--- src/design/ucv_pkg.sv ---
// Package for the UTF-16 to UTF-8 converter.
// Holds the transaction structs, the job record passed from front to back,
// and the sizing constants. No dependencies.
package ucv_pkg;

    localparam int LENGTH_BITS = 18;
    localparam int Q_DEPTH     = 2;
    localparam int Q_PTR_W     = $clog2(Q_DEPTH);
    localparam int Q_CNT_W     = $clog2(Q_DEPTH + 1);

    localparam logic [15:0] SURR_LO   = 16'hD800;
    localparam logic [15:0] SURR_HI   = 16'hDFFF;
    localparam logic [15:0] ONE_LIMIT = 16'h0080;
    localparam logic [15:0] TWO_LIMIT = 16'h0800;
    localparam logic [20:0] PLANE_OFS = 21'h10000;
    localparam logic [7:0]  LEAD2     = 8'hC0;
    localparam logic [7:0]  LEAD3     = 8'hE0;
    localparam logic [7:0]  LEAD4     = 8'hF0;
    localparam logic [7:0]  CONT      = 8'h80;

    typedef struct packed {
        logic [15:0] code_unit;
        logic        string_end;
    } t_in;

    typedef struct packed {
        logic [7:0]             out_byte;
        logic                   run_last;
        logic                   is_terminator;
        logic [LENGTH_BITS-1:0] utf8_length;
        logic                   dangling_half;
    } t_out;

    typedef struct packed {
        logic [3:0][7:0]        bytes;
        logic [2:0]             nbytes;
        logic                   term;
        logic [LENGTH_BITS-1:0] len;
        logic                   dang;
    } t_job;

endpackage

--- src/design/ucv_front.sv ---
// Front end of the UTF-16 to UTF-8 converter: accepts code units, tracks
// surrogate pairs and the string byte count, and builds a job per unit that yields bytes or ends a string.
// Depends on ucv_pkg.
module ucv_front (
    input  logic           i_clk,
    input  logic           i_rst_n,
    input  logic           i_in_valid,
    output logic           o_in_stall,
    input  ucv_pkg::t_in   i_in_data,
    input  logic           i_q_full,
    output logic           o_push,
    output ucv_pkg::t_job  o_job
);
    import ucv_pkg::*;

    logic [9:0]             r_held, n_held;
    logic                   r_pend, n_pend;
    logic [LENGTH_BITS-1:0] r_total, n_total;
    logic                   accept;
    logic [15:0]            c;
    logic [20:0]            cp;
    logic [2:0]             nb;
    logic [3:0][7:0]        bytes;
    logic [LENGTH_BITS:0]   sum;
    logic [LENGTH_BITS-1:0] sat;

    assign o_in_stall = i_q_full;
    assign accept     = i_in_valid && !i_q_full;
    assign c          = i_in_data.code_unit;
    assign cp         = PLANE_OFS + {1'b0, r_held, c[9:0]};

    always_comb begin
        bytes  = '0;
        nb     = 3'd0;
        n_held = r_held;
        n_pend = r_pend;
        if (r_pend) begin
            bytes[0] = LEAD4 | {5'd0, cp[20:18]};
            bytes[1] = CONT | {2'd0, cp[17:12]};
            bytes[2] = CONT | {2'd0, cp[11:6]};
            bytes[3] = CONT | {2'd0, cp[5:0]};
            nb       = 3'd4;
            n_pend   = 1'b0;
            n_held   = '0;
        end else if (c < ONE_LIMIT) begin
            bytes[0] = c[7:0];
            nb       = 3'd1;
        end else if (c < TWO_LIMIT) begin
            bytes[0] = LEAD2 | {3'd0, c[10:6]};
            bytes[1] = CONT | {2'd0, c[5:0]};
            nb       = 3'd2;
        end else if (c inside {[SURR_LO:SURR_HI]}) begin
            n_held = c[9:0];
            n_pend = 1'b1;
        end else begin
            bytes[0] = LEAD3 | {4'd0, c[15:12]};
            bytes[1] = CONT | {2'd0, c[11:6]};
            bytes[2] = CONT | {2'd0, c[5:0]};
            nb       = 3'd3;
        end
        sum     = {1'b0, r_total} + {{(LENGTH_BITS-2){1'b0}}, nb};
        sat     = sum[LENGTH_BITS] ? '1 : sum[LENGTH_BITS-1:0];
        n_total = sat;
        if (i_in_data.string_end) begin
            n_total = '0;
            n_held  = '0;
        end
    end

    assign o_push       = accept && ((nb != 3'd0) || i_in_data.string_end);
    assign o_job.bytes  = bytes;
    assign o_job.nbytes = nb;
    assign o_job.term   = i_in_data.string_end;
    assign o_job.len    = sat;
    assign o_job.dang   = n_pend;

    always_ff @(posedge i_clk) begin
        if (!i_rst_n) begin
            r_held  <= '0;
            r_pend  <= 1'b0;
            r_total <= '0;
        end else if (accept) begin
            r_held  <= n_held;
            r_pend  <= i_in_data.string_end ? 1'b0 : n_pend;
            r_total <= n_total;
        end
    end
endmodule

--- src/design/ucv_queue.sv ---
// Short job queue between front and back of the converter.
// Register-based FIFO of Q_DEPTH jobs. Depends on ucv_pkg.
module ucv_queue (
    input  logic           i_clk,
    input  logic           i_rst_n,
    input  logic           i_push,
    input  ucv_pkg::t_job  i_job,
    output logic           o_full,
    input  logic           i_pop,
    output logic           o_valid,
    output ucv_pkg::t_job  o_job
);
    import ucv_pkg::*;

    t_job               r_mem [Q_DEPTH];
    logic [Q_PTR_W-1:0] r_wr, r_rd;
    logic [Q_CNT_W-1:0] r_cnt;

    assign o_full  = (r_cnt == Q_CNT_W'(Q_DEPTH));
    assign o_valid = (r_cnt != '0);
    assign o_job   = r_mem[r_rd];

    always_ff @(posedge i_clk) begin
        if (i_push) begin
            r_mem[r_wr] <= i_job;
        end
    end

    always_ff @(posedge i_clk) begin
        if (!i_rst_n) begin
            r_wr  <= '0;
            r_rd  <= '0;
            r_cnt <= '0;
        end else begin
            if (i_push) begin
                r_wr <= (r_wr == Q_PTR_W'(Q_DEPTH - 1)) ? '0 : r_wr + 1'b1;
            end
            if (i_pop) begin
                r_rd <= (r_rd == Q_PTR_W'(Q_DEPTH - 1)) ? '0 : r_rd + 1'b1;
            end
            if (i_push && !i_pop) begin
                r_cnt <= r_cnt + 1'b1;
            end else if (i_pop && !i_push) begin
                r_cnt <= r_cnt - 1'b1;
            end
        end
    end
endmodule

--- src/design/ucv_back.sv ---
// Back end: pops jobs and sends their bytes, then any terminator, one per
// cycle unless stalled, via an output register. Depends on ucv_pkg.
module ucv_back (
    input  logic           i_clk,
    input  logic           i_rst_n,
    input  logic           i_q_valid,
    input  ucv_pkg::t_job  i_q_job,
    output logic           o_pop,
    output logic           o_out_valid,
    input  logic           i_out_stall,
    output ucv_pkg::t_out  o_out_data
);
    import ucv_pkg::*;

    t_job       r_job;
    logic       r_busy;
    logic [2:0] r_idx;
    logic       r_out_valid;
    t_out       r_out, n_out;
    logic [2:0] total;
    logic       last;
    logic       can_load;
    logic       is_term;

    assign total    = r_job.nbytes + {2'd0, r_job.term};
    assign last     = (r_idx == total - 3'd1);
    assign can_load = !r_out_valid || !i_out_stall;
    assign o_pop    = i_q_valid && (!r_busy || (can_load && last));
    assign is_term  = (r_idx == r_job.nbytes);

    always_comb begin
        n_out.out_byte      = is_term ? 8'd0 : r_job.bytes[r_idx[1:0]];
        n_out.run_last      = last;
        n_out.is_terminator = is_term;
        n_out.utf8_length   = is_term ? r_job.len : '0;
        n_out.dangling_half = is_term && r_job.dang;
    end

    always_ff @(posedge i_clk) begin
        if (o_pop) begin
            r_job <= i_q_job;
        end
        if (can_load) begin
            r_out <= n_out;
        end
    end

    always_ff @(posedge i_clk) begin
        if (!i_rst_n) begin
            r_busy      <= 1'b0;
            r_idx       <= '0;
            r_out_valid <= 1'b0;
        end else begin
            if (can_load) begin
                r_out_valid <= r_busy;
            end
            if (o_pop) begin
                r_busy <= 1'b1;
                r_idx  <= '0;
            end else if (can_load && r_busy) begin
                if (last) begin
                    r_busy <= 1'b0;
                end else begin
                    r_idx <= r_idx + 3'd1;
                end
            end
        end
    end

    assign o_out_valid = r_out_valid;
    assign o_out_data  = r_out;
endmodule

--- src/design/utf16_to_utf8_converter.sv ---
// UTF-16 to UTF-8 converter top level: front end, job queue and back end.
// Depends on ucv_pkg, ucv_front, ucv_queue and ucv_back.
//
// Each accepted UTF-16 unit yields one to four UTF-8 bytes (none for the
// first half of a surrogate pair), plus a zero terminator carrying the
// saturating byte count on the unit marked string_end. Bytes leave one per
// cycle while the output is not stalled, through a registered output, so
// the byte port sets the rate: a pair yields four bytes, up to five
// transactions with the terminator. A two-entry job queue lets the front end
// take new units while the back end is still sending earlier bytes.
module utf16_to_utf8_converter (
    input  logic           i_clk,
    input  logic           i_rst_n,
    input  logic           i_in_valid,
    output logic           o_in_stall,
    input  ucv_pkg::t_in   i_in_data,
    output logic           o_out_valid,
    input  logic           i_out_stall,
    output ucv_pkg::t_out  o_out_data
);
    import ucv_pkg::*;

    logic q_full, q_valid, push, pop;
    t_job push_job, pop_job;

    ucv_front u_front (
        .i_clk      (i_clk),
        .i_rst_n    (i_rst_n),
        .i_in_valid (i_in_valid),
        .o_in_stall (o_in_stall),
        .i_in_data  (i_in_data),
        .i_q_full   (q_full),
        .o_push     (push),
        .o_job      (push_job)
    );

    ucv_queue u_queue (
        .i_clk   (i_clk),
        .i_rst_n (i_rst_n),
        .i_push  (push),
        .i_job   (push_job),
        .o_full  (q_full),
        .i_pop   (pop),
        .o_valid (q_valid),
        .o_job   (pop_job)
    );

    ucv_back u_back (
        .i_clk       (i_clk),
        .i_rst_n     (i_rst_n),
        .i_q_valid   (q_valid),
        .i_q_job     (pop_job),
        .o_pop       (pop),
        .o_out_valid (o_out_valid),
        .i_out_stall (i_out_stall),
        .o_out_data  (o_out_data)
    );
endmodule

--- config.mk ---
export PLATFORM = sky130hd
export DESIGN_NAME = utf16_to_utf8_converter
export DESIGN_NICKNAME = d
export VERILOG_FILES = /design/src/design/ucv_pkg.sv /design/src/design/ucv_front.sv /design/src/design/ucv_queue.sv /design/src/design/ucv_back.sv /design/src/design/utf16_to_utf8_converter.sv
export SDC_FILE = /design/constraint.sdc
export NUM_CORES = 1
export LEC_CHECK = 0
export BUFFER_PORTS_ARGS = -buffer_cell sky130_fd_sc_hd__buf_2
export CAP_MARGIN = 10
export CELL_PAD_IN_SITES_DETAIL_PLACEMENT = 1
export CELL_PAD_IN_SITES_GLOBAL_PLACEMENT = 2
export CORE_UTILIZATION = 50
export CTS_BUF_LIST = sky130_fd_sc_hd__clkbuf_8
export CTS_CLUSTER_DIAMETER = 100
export DETAILED_ROUTE_END_ITERATION = 8
export PLACE_DENSITY_LB_ADDON = 0.1
export SLEW_MARGIN = 40
export SYNTH_ARGS = -nofsm -noshare
export SYNTH_HDL_FRONTEND = slang
export SYNTH_HIERARCHICAL = 1
export SYNTH_SLANG_ARGS = --single-unit
export TNS_END_PERCENT = 5
--- constraint.sdc ---
create_clock -name i_clk -period 10.5 [get_ports i_clk]
set_clock_uncertainty 0.05 [all_clocks]
set_input_delay 0.525 -clock i_clk [delete_from_list [all_inputs] [get_ports i_clk]]
set_output_delay 0.525 -clock i_clk [all_outputs]
set_load 0.01 [all_outputs]
==> impl_metrics.toml, run 1 <==
[placement]
routabilityCongestion = 0.837
dpl_worst_slack_ns = 6.03
numPlacedInstances = 948
buffer_ports.inserted = 51
dpl.hpwl_um = 13300

[power_and_ir_drop]
power.leakage_nw = 3.94
p_total_mw = 2.68
pwr_density_cell_mw_per_mm2 = 247
ir_drop_v = 0.000131

[yosys]
yosysWarnings = 6
synth_top_area_cell = "edfxtp_1"
ys_seq_elements = 233
synth.distinct_cells = 64
syn_area_per_cell_um2 = 14.7
synthArstFlopShare_pct = 0
seq_area_frac_synth_pct = 68.0
syn-cell-area_mm2 = 0.00971
synth-edff-count = 194
synth_top_area_share_pct = 60.0
synthCells = 661
synth.top_cells.by_area = "edfxtp_1, dfxtp_1, mux2_2"
yosys_most_used_dff = "edfxtp_1"

[global_routing]
number_of_global_route_vias_before_repair = 5901
pin_count_of_the_biggest_net_entering_global_routing = 58
grt_antenna_before_repair = 0
gr-usage-all-layers_pct = 21.5
global_route_wire_length_before_repair_um = 32300
grt.overflow.total = 0

[sta]
final_ws_setup_ns = 6.45
timing.max_slew.rel_slack_pct = 42.5
final_layout_setup_total_negative_slack_ns = 0
timing.final.crit_period_ns = 4.05
max_freq_ghz = 0.247
timing_hold_violations_final = 0
worst_slew_pin_slew_ns = 0.858
post-route-period-util_pct = 38.6
grt_setup_unrepaired = "no"
setup_viol = 0
drv_slew = 0

[floorplanning]
design.die.area_mm2 = 0.0200
chipHeight_um = 141
placement_rows = 50
dieWidth_um = 141
starting_utilization_of_the_core_area_pct = 51.4
top_level_ports = 52
core-area_mm2 = 0.0189

[setup_path]
r2r_setup_slack_ns = 6.86
required_time_reported_for_the_critical_path_endpoint_ns = 10.69
peak_fanout_along_the_critical_path = 11
critical_path.endpoint_type = "register"
path_depth_of_the_worst_reg2reg_path = 12
critical_path_arrival_ns = 4.25
crit-reg2reg-capture = "u_queue/r_cnt[1]"
path_class = "in -> reg"
cp-startpoint = "i_in_data[12]"
crit_path_start_kind = "primary input"
r2r_start = "u_back/r_job[20]"
crit_end = "u_queue/r_mem[0][17]"

[route]
routed_length_per_placed_instance_um = 20.3
vias_per_cell = 5.54
drt_pass1_iterations = 5
detail_route.drc_violations = 0
final_antenna_net_count = 0
num_vias = 5632
final_routed_wirelength_um = 20600
detailedRoute.firstIterationViolations = 267

[clocking]
ctsLongestPathBuffers = 3
clk_latency_ns = 0.53
ctsHtreeMaxLevel = 2
cts.sink_count = 233
cts_root_buffer = "clkbuf_8"
setup_buffers_after_cts = 0
worst_setup_hold_path_clk_slew_ns = 0.05
cts_made_buffers = 40
cts_hold_buffers = 0
tritoncts_clock_tree = "built"
cts_resized = 0

[status]
status = "finished, final reports clean"

[finish]
antenna_cells_inserted = 0
area.growth.synth_to_final_pct = 12.0
nFillCells = 1861
final_net_count = 760
multi_input_area_mm2 = 0.00287
final_standard_cell_count_with_taps_included_and_fillers_excluded = 1017
final_layout_size_suffix_gt1_share_pct = 25.9
layout_common_cells = "edfxtp_1, mux2_2, buf_2"
final_common_cell = "edfxtp_1"
utilization_pct = 57.5
sequential_cell_area_mm2 = 0.00661

[hold_path]
worstHoldPathType = "in -> reg"

[job]
max_cap_violation_count = 0
## synthesized netlist by cell type, types with 2 or more instances
cell / number
a211oi_1: 3
a21boi_0: 2
a21o_1: 4
a21oi_1: 17
a221oi_1: 2
a22oi_1: 16
a31oi_1: 7
and2_1: 34
and3_1: 5
and4_1: 3
buf_1: 2
buf_2: 3
buf_4: 10
buf_6: 5
clkbuf_1: 15
dfxtp_1: 39
edfxtp_1: 194
ha_1: 8
inv_1: 15
mux2_2: 56
mux2i_1: 2
mux4_2: 8
nand2_1: 37
nand2b_1: 2
nand3_1: 16
nand4_1: 6
nor2_1: 20
nor2b_1: 23
nor3_1: 10
nor3_2: 2
nor3b_1: 2
nor4_1: 4
nor4b_1: 2
o21ai_0: 28
o21ai_1: 4
o31ai_1: 2
or2_2: 2
or3_1: 2
or4_4: 2
xnor2_1: 11
xor2_1: 13
## layout make-up
cell class                      count  area share, %
Clock buffer                       41           5.19
Clock inverter                     28           1.12
Inverter                           15          0.518
Multi-Input combinational cell    380           26.4
Sequential cell                   233           60.8
Tap cell                          260           2.99
Timing Repair Buffer               60           2.97
## routing by layer
metal  share of wire (%)  vias to the layer above  GRT usage, %
li1                    -                     2623             -
met1                  49                     2845          31.0
met2                  46                      129          33.0
met3                 3.9                       35          3.64
met4                 1.9                        0          7.72
met5                   0                        -             0
## critical path: stages
cell,delay (ns)
buf_2,0.11
or4_1,0.60
nor2_1,0.55
nand2_1,0.22
a21oi_1,0.28
ha_1,0.26
fa_1,0.23
a21oi_1,0.15
nor4_1,0.77
and3_1,0.33
xnor2_1,0.13
nand2_1,0.08
## per-stage QoR
step                      hold WS, ns  cell area [um^2]
after floorplan                 0.393              9720
after global placement          0.409             10200
after detailed placement        0.426             10200
after CTS                       0.261             10900
after global routing            0.295             10900
final                           0.283             10900
## sequential cells by signal, indices dropped and copies added, names as in the netlist, named ones only
signal	count
u_back/o_out_data	29
u_back/o_out_valid	1
u_back/r_busy	1
u_back/r_idx	3
u_back/r_job	55
u_front/r_held	10
u_front/r_pend	1
u_front/r_total	18
u_queue/r_cnt	2
u_queue/r_mem	110
u_queue/r_rd	1
u_queue/r_wr	1
## cell families after synthesis
kind of cell / count (synthesis) / synth area share [%]
DFF: 233 / 68.0
and+or+nand+nor: 181 / 10.7
AOI/OAI and AO/OA: 96 / 6.30
muxes: 66 / 8.56
buffers and inverters: 50 / 2.74
xor gates and xnor gates: 25 / 2.40
adders and majority gates: 9 / 1.24
other: 1 / 0.0386
## worst min path at each step
| stage | from | end | cells past startpoint |
|---|---|---|---|
| final | i_in_data[7] | u_front/r_held[6] | 3 |
| after global routing | i_in_data[7] | u_front/r_held[6] | 3 |
| after CTS | i_in_data[7] | u_front/r_held[6] | 3 |
| after detailed placement | u_front/r_total[0] | u_front/r_total[0] | 2 |
| after global placement | u_front/r_total[0] | u_front/r_total[0] | 2 |
| after floorplan | u_front/r_total[0] | u_front/r_total[0] | 2 |
## report_power, final
part	internal [mW]	leakage (nW)	switching (mW)
Combinational	0.231	1.38	0.343
Clock	0.362	0.385	0.348
Sequential	1.31	2.18	0.0848
Total	1.91	3.94	0.776
No activity file was read; power rests on OpenSTA's default activity.
==> run 2: changes to the inputs <==
Settings changed: CORE_UTILIZATION 50 to 42.
Clock period 10.5 ns to 3.62 ns, I/O delays scaled along.
==> run 2 against run 1 <==
Effect of this change: critical path depth up 1; die area up 19%; utilization down 8.2 points; clock power rose to 3.0 times the previous value; final cell count up 5.4%; wire length up 1.8%; worst hold slack worse by 0.25 ns; global-route usage down 3.2 points.
==> impl_metrics.toml, run 2 (synthesis gave the netlist of run 1 again) <==
[sta]
drv_slew = 0
timing_hold_violations_final = 0
timing.final.crit_period_ns = 3.35
final_ws_setup_ns = 0.268
setup_viol = 0
worst_slew_pin_slew_ns = 0.800
timing.max_slew.rel_slack_pct = 46.4
grt_setup_unrepaired = "no"
max_freq_ghz = 0.298
post-route-period-util_pct = 92.6

[clocking]
cts_root_buffer = "clkbuf_8"
cts.sink_count = 233
worst_setup_hold_path_clk_slew_ns = 0.07
ctsLongestPathBuffers = 3
tritoncts_clock_tree = "built"
setup_buffers_after_cts = 0
clk_latency_ns = 0.53
ctsHtreeMaxLevel = 2
cts_resized = 0
cts_made_buffers = 40

[power_and_ir_drop]
power_frac_clock_pct = 27.2
internal-power_mw = 5.65
power.leakage_nw = 4.11
power_switching_share_pct = 28.4
pwr-share-comb_pct = 21.6
sequentialPowerShare_pct = 51.2
switching_power_mw = 2.24
ir_drop_v = 0.000324
p_total_mw = 7.89
pwr_density_cell_mw_per_mm2 = 707

[floorplanning]
design.die.area_mm2 = 0.0237
chipHeight_um = 154
starting_utilization_of_the_core_area_pct = 42.9
core-area_mm2 = 0.0226
placement_rows = 55
top_level_ports = 52
dieWidth_um = 154

[placement]
dpl_worst_slack_ns = 0.0433
post_dp_cell_area_mm2 = 0.0103
dpl.hpwl_um = 13700
buffer_ports.inserted = 51
routabilityCongestion = 0.783
numPlacedInstances = 988

[finish]
final_layout_size_suffix_gt1_share_pct = 26.3
post_layout_instance_area_mm2 = 0.0112
layout_common_cells = "edfxtp_1, mux2_2, buf_2"
final_common_cell = "edfxtp_1"
largest-register = "u_queue/r_mem"
final_net_count = 784
utilization_pct = 49.3
nFillCells = 2268
largest_register_ff_count = 110
area.growth.synth_to_final_pct = 15.0
final_standard_cell_count_with_taps_included_and_fillers_excluded = 1072

[route]
num_vias = 5651
detail_route.drc_violations = 0
vias_per_cell = 5.27
detailedRoute.firstIterationViolations = 310
final_routed_wirelength_um = 21000
final_antenna_net_count = 0
routed_length_per_placed_instance_um = 19.6
drt_pass1_iterations = 4

[setup_path]
critical_path.endpoint_type = "register"
path_class = "in -> reg"
r2r_start = "u_back/r_job[20]"
critical_path_arrival_ns = 3.73
crit-reg2reg-capture = "u_queue/r_cnt[1]"
r2r_setup_slack_ns = 0.80
cp-startpoint = "i_in_data[8]"
crit_path_start_kind = "primary input"
crit_end = "u_front/r_total[17]"
path_depth_of_the_worst_reg2reg_path = 11
peak_fanout_along_the_critical_path = 7
required_time_reported_for_the_critical_path_endpoint_ns = 4.00

[global_routing]
pin_count_of_the_biggest_net_entering_global_routing = 57
grt_antenna_before_repair = 1
number_of_global_route_vias_before_repair = 5875
global_route_wire_length_before_repair_um = 33200
gr-usage-all-layers_pct = 18.3
grt.overflow.total = 0

[job]
max_cap_violation_count = 0

[hold_path]
worstHoldPathType = "in -> reg"
hold_depth = 3

[status]
status = "finished, final reports clean"
## run 2: cell types whose count changed in the layout (fill, tap and decap cells not counted), moves of 2 or more
cell           previous run  this run
buf_4                     9        21
clkinv_1                 10         8
dfxtp_2                   2         0
dlygate4sd3_1             0         9
inv_1                    26        33
buf_12                    0         3
## run 2: layer usage
layer  wire length (um)  vias to the layer above  GRT usage [%]
met4                435                        0           5.86
li1                   -                     2676              -
met2               9210                      106           28.1
met5                  0                        -              0
met1              10600                     2832           26.2
met3                727                       37           3.33
## run 2: worst min path at each step
stage	from	end	slack, ns
after CTS	i_in_data[2]	u_front/r_held[1]	0.01
after global routing	i_in_data[4]	u_queue/r_mem[0][50]	0.04
after global placement	u_front/r_total[0]	u_front/r_total[0]	0.41
after detailed placement	u_front/r_total[0]	u_front/r_total[0]	0.41
final	i_in_data[4]	u_front/r_held[3]	0.03
after floorplan	i_rst_n	u_queue/r_wr	0.25
## run 2: critical path, stage by stage
cell and delay [ns]:
dlygate4sd3_1 0.53, buf_2 0.16, nor4_1 0.35, buf_4 0.21, nand2_1 0.08, a21oi_1 0.23
ha_1 0.26, fa_1 0.23, a21oi_1 0.15, or4_4 0.57, nor3_4 0.39, nor2b_1 0.11
a211oi_1 0.29
## run 2: stage by stage
step                      hold WS (ns)  TNS [ns]
after global routing            0.0407         0
after detailed placement         0.410         0
final                           0.0347         0
after floorplan                  0.249    -0.324
after CTS                      0.00950         0
after global placement           0.413         0
## run 2: what timing repair did
action	CTS	global route
hold buffers	9	0
endpoints found under the setup margin	0	0
hold endpoints to repair	17	0
## run 2: power by group through the flow
stage | combinational, mW | sequential [mW] | clock (mW)
final | 1.71 | 4.04 | 2.15
after global routing | 1.87 | 4.11 | 2.33
after CTS | 1.75 | 4.05 | 2.22
after detailed placement | 1.72 | 4.11 | 0
after global placement | 1.69 | 4.06 | 0
after floorplan | 1.13 | 4.07 | 0
## run 2: cell type report
type / instances / area (um^2) / area share, %
multi-input cells: 380 / 2850 / 25.6
well taps: 285 / 357 / 3.19
flip-flops and latches: 233 / 6610 / 59.2
clock inverters: 33 / 163 / 1.46
inverters: 15 / 56.3 / 0.504
repair buffers: 84 / 563 / 5.04
clock buffers: 41 / 564 / 5.05
diodes: 1 / 2.50 / 0.0224
==> run 3: changes to the inputs <==
Settings changed: CTS_BUF_LIST sky130_fd_sc_hd__clkbuf_8 to sky130_fd_sc_hd__clkbuf_4.
==> run 3 against run 2 <==
Effect of this change: critical path depth unchanged; die area stayed put; sequential power about the same; fmax is 0.37% higher; critical endpoint unchanged; largest cell class unchanged; largest power group unchanged.
==> impl_metrics.toml, run 3 (synthesis gave the netlist of run 1 again) <==
[route]
met3RoutedLength_um = 1120
detail_route.drc_violations = 0
final_antenna_net_count = 0
vias_per_cell = 5.19
met2RoutedLength_um = 9680
detailedRoute.firstIterationViolations = 293
routed_length_per_placed_instance_um = 18.8
drt_pass1_iterations = 4
met1_layer_wirelength_in_the_final_routing_um = 10100
route.top_layer_used = "met4"
final_routed_wirelength_um = 21100
num_vias = 5843

[status]
status = "finished, final reports clean"

[setup_path]
crit_path_start_kind = "primary input"
crit-reg2reg-capture = "u_queue/r_cnt[1]"
critical_path.endpoint_type = "register"
critical_path_arrival_ns = 3.84
r2r_setup_slack_ns = 0.79
crit_end = "u_front/r_total[17]"
path_class = "in -> reg"
path_depth_of_the_worst_reg2reg_path = 11
required_time_reported_for_the_critical_path_endpoint_ns = 4.12
peak_fanout_along_the_critical_path = 7
r2r_start = "u_back/r_job[20]"
cp-startpoint = "i_in_data[16]"

[global_routing]
grt_antenna_before_repair = 2
pin_count_of_the_biggest_net_entering_global_routing = 57
global_route_wire_length_before_repair_um = 33700
number_of_global_route_vias_before_repair = 6230
grt.overflow.total = 0
gr-usage-all-layers_pct = 18.5

[power_and_ir_drop]
internal-power_mw = 5.82
sequentialPowerShare_pct = 50.2
switching_power_mw = 2.22
ir_drop_v = 0.000333
power.leakage_nw = 4.26
pwr-share-comb_pct = 21.3
pwr_density_cell_mw_per_mm2 = 705
power_frac_clock_pct = 28.6
power_switching_share_pct = 27.6

[sta]
worst_slew_pin_slew_ns = 0.750
timing.final.crit_period_ns = 3.34
setup_viol = 0
timing_hold_violations_final = 0
timing.max_slew.rel_slack_pct = 49.7
max_freq_ghz = 0.299
drv_slew = 0
post-route-period-util_pct = 92.3
grt_setup_unrepaired = "no"

[placement]
routabilityCongestion = 0.783
dpl.hpwl_um = 13700
numPlacedInstances = 988
buffer_ports.inserted = 51

[clocking]
worst_setup_hold_path_clk_slew_ns = 0.06
cts_made_buffers = 61
ctsLongestPathBuffers = 3
cts_resized = 0
clk_latency_ns = 0.66
setup_buffers_after_cts = 0
ctsHtreeMaxLevel = 2
cts_root_buffer = "clkbuf_4"
cts.sink_count = 233
tritoncts_clock_tree = "built"
cts_hold_buffers = 24

[finish]
final_common_cell = "edfxtp_1"
final_net_count = 820
final_standard_cell_count_with_taps_included_and_fillers_excluded = 1125
utilization_pct = 50.4
layout_common_cells = "edfxtp_1, clkbuf_4, mux2_2"
area.growth.synth_to_final_pct = 17.5
largest_register_ff_count = 110
final_layout_size_suffix_gt1_share_pct = 31.8
largest-register = "u_queue/r_mem"

[floorplanning]
design.die.area_mm2 = 0.0237
chipHeight_um = 154
starting_utilization_of_the_core_area_pct = 42.9
core-area_mm2 = 0.0226
top_level_ports = 52
placement_rows = 55
dieWidth_um = 154

[job]
max_cap_violation_count = 0

[hold_path]
worstHoldPathType = "in -> reg"
## run 3: per-layer routing
layer	GRT usage [%]	vias up
met5	0	-
met4	5.95	0
met3	3.72	22
met2	29.3	132
met1	25.5	2911
li1	-	2778
## run 3: worst min-delay path by stage
stage	from	end	slack, ns	cells after the start
floorplan	i_rst_n	u_queue/r_wr	0.25	1
detailed placement	u_front/r_total[0]	u_front/r_total[0]	0.41	2
CTS	i_out_stall	u_back/r_idx[0]	0.004	5
global placement	u_front/r_total[0]	u_front/r_total[0]	0.41	2
finish	i_out_stall	u_back/r_idx[0]	0.06	5
global route	i_out_stall	u_back/r_idx[0]	0.07	5
## run 3: worst max-delay path: stages
cell and delay (ns):
dlygate4sd3_1 0.53, buf_2 0.14, or4_1 0.47, nor2_1 0.19, nand2_1 0.10, a21oi_1 0.23
ha_1 0.26, fa_1 0.23, a21oi_1 0.15, or4_4 0.57, nor3_4 0.38, nor2b_1 0.11
a211oi_1 0.29
## run 3: power groups by stage
stage	Clock [mW]	Combinational [mW]	Sequential (mW)
floorplan	0	1.13	4.07
global placement	0	1.69	4.06
detailed placement	0	1.72	4.11
CTS	2.38	1.75	4.05
global route	2.52	1.88	4.11
finish	2.30	1.71	4.04
## run 3: per-stage QoR
stage	TNS, ns	total power [mW]	setup slack (ns)	cell area (um^2)	hold slack, ns
floorplan	-0.324	5.21	-0.241	9720	0.249
global placement	0	5.75	0.218	10300	0.413
detailed placement	0	5.83	0.0433	10300	0.410
CTS	0	8.18	0.333	11400	0.00351
global route	0	8.50	0.112	11400	0.0737
finish	0	8.04	0.280	11400	0.0606
## run 3: final cells by class
type | count | area [um^2]
inverters | 15 | 56.3
clock buffers | 105 | 788
fillers | 2294 | 11200
flip-flops and latches | 233 | 6610
clock inverters | 7 | 27.5
diodes | 1 | 2.50
multi-input cells | 380 | 2850
repair buffers | 99 | 713
well taps | 285 | 357
